File: config.mk
export PLATFORM = sky130hd
export DESIGN_NAME = aabb_div
export DESIGN_NICKNAME = d
export VERILOG_FILES = /design/src/rtl/core/aabb_pkg.sv /design/src/rtl/core/aabb_div.sv
export SDC_FILE = /design/constraint.sdc
export NUM_CORES = 1
export LEC_CHECK = 0
export BUFFER_PORTS_ARGS = -buffer_cell sky130_fd_sc_hd__buf_2
export CORE_MARGIN = 4
export CORE_UTILIZATION = 55
export DETAILED_ROUTE_END_ITERATION = 10
export GPL_TIMING_DRIVEN = 0
export PLACE_DENSITY_LB_ADDON = 0.2
export SYNTH_ARGS = -nofsm -noshare
export SYNTH_HDL_FRONTEND = slang
export SYNTH_SLANG_ARGS = --single-unit
File: constraint.sdc
create_clock -name clk -period 12.46 [get_ports clk]
set_input_delay 3.738 -clock clk [delete_from_list [all_inputs] [get_ports clk]]
set_output_delay 3.738 -clock clk [all_outputs]
set_load 0.01 [all_outputs]
File: src/rtl/core/aabb_pkg.sv
// ----------------------------------------------------------------------------
// AABB package
// Request and result types, opcodes and fixed-point limits.
// ----------------------------------------------------------------------------
package aabb_pkg;

  localparam int CoordW = 32;
  localparam int DistW  = 48;
  localparam int NumW   = 49;  // |diff| * 65536 magnitude: 33 + 16 bits
  localparam int MagW   = 32;  // |dir| magnitude

  typedef enum logic [1:0] {
    OP_CLEAR = 2'd0,
    OP_ADD   = 2'd1,
    OP_TEST  = 2'd2,
    OP_NONE  = 2'd3
  } op_t;

  typedef struct packed {
    logic        [1:0]        opcode;
    logic signed [CoordW-1:0] px;
    logic signed [CoordW-1:0] py;
    logic signed [CoordW-1:0] pz;
    logic signed [CoordW-1:0] dir_x;
    logic signed [CoordW-1:0] dir_y;
    logic signed [CoordW-1:0] dir_z;
  } req_t;

  typedef struct packed {
    logic                    hit;
    logic signed [DistW-1:0] t_enter;
    logic signed [DistW-1:0] t_exit;
  } res_t;

  localparam logic signed [CoordW-1:0] CoordMax = {1'b0, {(CoordW-1){1'b1}}};
  localparam logic signed [CoordW-1:0] CoordMin = {1'b1, {(CoordW-1){1'b0}}};
  localparam logic signed [DistW-1:0]  DistMax  = {1'b0, {(DistW-1){1'b1}}};
  localparam logic signed [DistW-1:0]  DistMin  = {1'b1, {(DistW-1){1'b0}}};

endpackage

File: src/rtl/core/aabb_div.sv
// ----------------------------------------------------------------------------
// AABB serial divider
// Unsigned restoring divider, one quotient bit per cycle.
// ----------------------------------------------------------------------------
module aabb_div
  import aabb_pkg::*;
(
  input  logic            clk,
  input  logic            rst,
  input  logic            go,
  input  logic [NumW-1:0] num,
  input  logic [MagW-1:0] den,
  output logic            done,
  output logic [NumW-1:0] quo
);

  localparam int CntW = $clog2(NumW + 1);

  logic [NumW-1:0] shf;
  logic [MagW:0]   rem;
  logic [MagW-1:0] dvs;
  logic [CntW-1:0] cnt;
  logic            run;
  logic [MagW:0]   trial;
  logic [MagW:0]   diff;

  assign trial = {rem[MagW-1:0], shf[NumW-1]};
  assign diff  = trial - {1'b0, dvs};

  always_ff @(posedge clk) begin
    if (rst) begin
      run  <= 1'b0;
      done <= 1'b0;
      cnt  <= '0;
    end else begin
      done <= 1'b0;
      if (go) begin
        run <= 1'b1;
        cnt <= CntW'(NumW);
        shf <= num;
        dvs <= den;
        rem <= '0;
        quo <= '0;
      end else if (run) begin
        shf <= shf << 1;
        if (!diff[MagW]) begin
          rem <= diff;
          quo <= {quo[NumW-2:0], 1'b1};
        end else begin
          rem <= trial;
          quo <= {quo[NumW-2:0], 1'b0};
        end
        cnt <= cnt - 1'b1;
        if (cnt == CntW'(1)) begin
          run  <= 1'b0;
          done <= 1'b1;
        end
      end
    end
  end

endmodule

==> results.sh <==
export IMPL_post_cts_repair_setup_buffers=0
export IMPL_worstSetupEndpointType="register"
export IMPL_setup_worst_path_start="go"
export IMPL_p_total_mw=1.517
export IMPL_holdPathStages=2
export IMPL_worstPathBufferInverterCount=4
export IMPL_syn_mean_instance_area_um2=12.43
export IMPL_initial_core_util_pct=56.95
export IMPL_port_buffer_count=131
export IMPL_timing_max_transition_violations_final=0
export IMPL_mappedNetlistArea_um2=8402
export IMPL_netlist_instances=676
export IMPL_hold_path_endpoint="cnt[1]"
export IMPL_final_setup_skew_ps=12.14
export IMPL_finalHoldViolCount=0
export IMPL_finalCritPeriodShare_pct=44.78
export IMPL_rsz0062_at_grt="false"
export IMPL_synthesis_nets=795
export IMPL_cp_max_fo=30
export IMPL_setup_viol_count_final=0
export IMPL_dr_first_iter_drc_count=382
export IMPL_synth_warnings=0
export IMPL_finalWorstPathRequiredPeriod_ps=5579
export IMPL_outcome="finished, final reports clean"
export IMPL_num_antenna_cells=0
export IMPL_synth_seq_cells=170
export IMPL_detailedPlacementHpwl_mm=12.42
export IMPL_critPathTopFamily="buffers and inverters"
export IMPL_number_of_synthesized_flops_with_an_enable_pin=162
export IMPL_p_leak_nw=3.970
export IMPL_critical_path_slowest_cell="sky130_fd_sc_hd__nor2_4"
export IMPL_die_height_um=131.6
export IMPL_h_tree_depth=4
export IMPL_dieWidth_um=131.6
export IMPL_min_from="cnt[1]"
export IMPL_dr_vias_cell=5.631
export IMPL_slowest_delay_ps=520
export IMPL_ys_flop_type="sky130_fd_sc_hd__edfxtp_1"
export IMPL_place_congestion=0.9097
export IMPL_gr_total_overflow=0
export IMPL_postLayoutSetupSlackWorst_ps=6881
export IMPL_drv_max_cap_violation_count=0
export IMPL_holdBufCountCts=0
export IMPL_antenna_violating_nets_post_route=0
export IMPL_max_clock_freq_mhz=179.2
export IMPL_regToRegEndpoint="rem[29]"
export IMPL_library_cell_occupying_the_most_area_in_the_post_synthesis_netlist="sky130_fd_sc_hd__edfxtp_1"
export IMPL_ys_async_sr_fraction_pct=0
export IMPL_r2r_worst_path_cells=13
export IMPL_tritoncts="yes"
export IMPL_number_of_global_route_vias_before_repair=5951
export IMPL_place_worst_setup_slack_ps=6432
export IMPL_grtUsageTotal_pct=20.22
export IMPL_worstSetupStartpointType="primary input"
export IMPL_detail_route_wl_per_cell_um=16.93
export IMPL_route_vias_total=5777
export IMPL_worst_slew_pin_slew_ps=920.8
export IMPL_cts_made_buffers=17
export IMPL_cts_sink_count=170
export IMPL_synth_top_cells_by_area="sky130_fd_sc_hd__edfxtp_1 58%, sky130_fd_sc_hd__mux2_2 6.4%, sky130_fd_sc_hd__ha_1 5.1%, sky130_fd_sc_hd__nor2b_1 3.9%, sky130_fd_sc_hd__a21oi_1 3.8%"
export IMPL_yosys_area_top_type_share_pct=57.90
export IMPL_setup_tns_final_ps=0
export IMPL_setup_worst_path_class="in -> reg"
export IMPL_vdd_ir_drop_worst_mv=0.1524
export IMPL_min_path_type="reg -> reg"
export IMPL_routed_wirelength_mm=17.37
export IMPL_flow_area_growth_from_synthesis_pct=18.51
export IMPL_cts_repair_resize_count=0
export IMPL_grt_pass1_wl_mm=28.55
export IMPL_synth_yosys_seq_area_share_pct=59.81
export IMPL_remaining_drc_errors=0
export IMPL_clock_tree_root_cell="sky130_fd_sc_hd__clkbuf_16"
export IMPL_final_layout_size_suffix_gt1_share_pct=26.72
export IMPL_clock_tree_buffer_depth=2
export IMPL_design_core_area_um2=14750
export IMPL_pin_count_of_the_biggest_net_entering_global_routing=34
export IMPL_clk_insertion_delay_late_ps=420
export IMPL_path_cells="clkbuf_1, clkbuf_1, nor2_1, nor2_4, buf_12, buf_12"
export IMPL_worst_r2r_startpoint="dvs[0]"
export IMPL_cp_data_required_time_ps=12570
export IMPL_core_rowCount=44
export IMPL_cp_data_arrival_time_ps=5690
export IMPL_number_of_antenna_violations_at_the_first_check_in_global_routing=2
export IMPL_max_slew_margin_pct=38.47
export IMPL_netlist_cell_type_count=54
export IMPL_cellPowerDensity_nw_per_um2=152.3
export IMPL_design_die_area_um2=17320
export IMPL_count_of_tritonroute_iterations_in_the_first_routing_pass=7
export IMPL_worst_r2r_setup_slack_ps=8620
export IMPL_worst_setup_hold_path_clk_slew_ps=60
export IMPL_fin_nets=949
export IMPL_io_pin_count=134
[state kept, by name, summed over array words and instances, names as in the netlist]
name  count
done      1
shf      49
cnt       6
rem      32
run       1
dvs      32
quo      49
[cells in the mapped netlist (all sizes together) (2+ instances only)]
cell type / instances
a211oi: 6
a21o: 15
a21oi: 65
a31oi: 3
and2: 3
and3: 2
buf: 5
clkbuf: 26
dfxtp: 8
edfxtp: 162
ha: 34
inv: 45
mux2: 48
nand2: 21
nand2b: 6
nand3: 23
nand4: 9
nor2: 23
nor2b: 52
nor3: 5
nor3b: 2
o2111ai: 2
o211ai: 2
o21a: 7
o21ai: 44
o21bai: 5
o2bb2ai: 2
or3: 4
or4: 3
xnor2: 22
xor2: 7
[final cells by class]
| class | instances | area, µm² |
|---|---|---|
| Buffer | 31 | 127.6 |
| Clock buffer | 18 | 429.2 |
| Clock inverter | 13 | 145.1 |
| Fill cell | 1111 | 4797 |
| Inverter | 45 | 168.9 |
| Multi-Input combinational cell | 430 | 3095 |
| Sequential cell | 170 | 5025 |
| Tap cell | 184 | 230.2 |
| Timing Repair Buffer | 135 | 735.7 |
[how the worst max path moves through the flow]
stage | to | cells past startpoint
global route | quo[40] | 6
finish | quo[40] | 6
CTS | quo[40] | 6
global placement | quo[40] | 4
floorplan | quo[0] | 4
detailed placement | quo[40] | 6
[worst register-to-register path, delay by kind of cell (launching register included)]
family	cells	cell delay, ps
flops	1	390
buf+inv	1	480
simple gates	4	580
compound gates	6	1580
fa+ha+maj	2	630
[logic make-up after synthesis]
| kind of cell | Yosys count | synth area share, % |
|---|---|---|
| AOI/OAI and AO/OA | 162 | 11.78 |
| muxes | 48 | 6.433 |
| buffers and inverters | 76 | 3.529 |
| and+or+nand+nor | 156 | 10.13 |
| DFF | 170 | 59.81 |
| adders and majority gates | 35 | 5.302 |
| xor gates and xnor gates | 29 | 3.023 |
[report_power, final]
part / internal, mW / leakage, nW / total, mW / switching [mW]
clock network: 0.297 / 0.276 / 0.518 / 0.221
logic: 0.129 / 2.07 / 0.298 / 0.169
registers: 0.682 / 1.63 / 0.701 / 0.0188
[through the flow]
stage / area, µm² / instances / util (%) / hold slack [ps]
3_5_place_dp: 9383 / 995 / 63.59 / 522.7
3_3_place_gp: 9288 / 991 / 62.95 / 487.5
5_1_grt: 9957 / 1026 / 67.49 / 544.6
2_1_floorplan: 8402 / 676 / - / 468.9
6_report: 9957 / 1026 / 67.49 / 522.8
4_1_cts: 9957 / 1026 / 67.49 / 531.5
[cell usage in the layout (no fill, tap or decap), drive strengths merged, types with 3 or more instances in the layout]
master,n
nand2,21
o21ai,44
mux2,48
nor2b,52
nand3,23
or3,4
clkinv,5
dfxtp,8
and2,3
ha,34
clkbuf,44
xor2,7
a21oi,65
o21bai,5
xnor2,22
nor2,23
or4,3
inv,49
edfxtp,162
a211oi,6
nand4,9
a21o,15
o21a,7
nand2b,6
nor3,5
buf,140
a31oi,3
[layer usage]
layer,GRT usage (%),up-vias,routed length [µm]
li1,-,2801,-
met1,24.88,2794,7455
met2,33.93,151,8535
met3,7.072,27,1099
met4,5.951,4,263
met5,0,-,21
No activity file was read; power rests on OpenSTA's default activity.
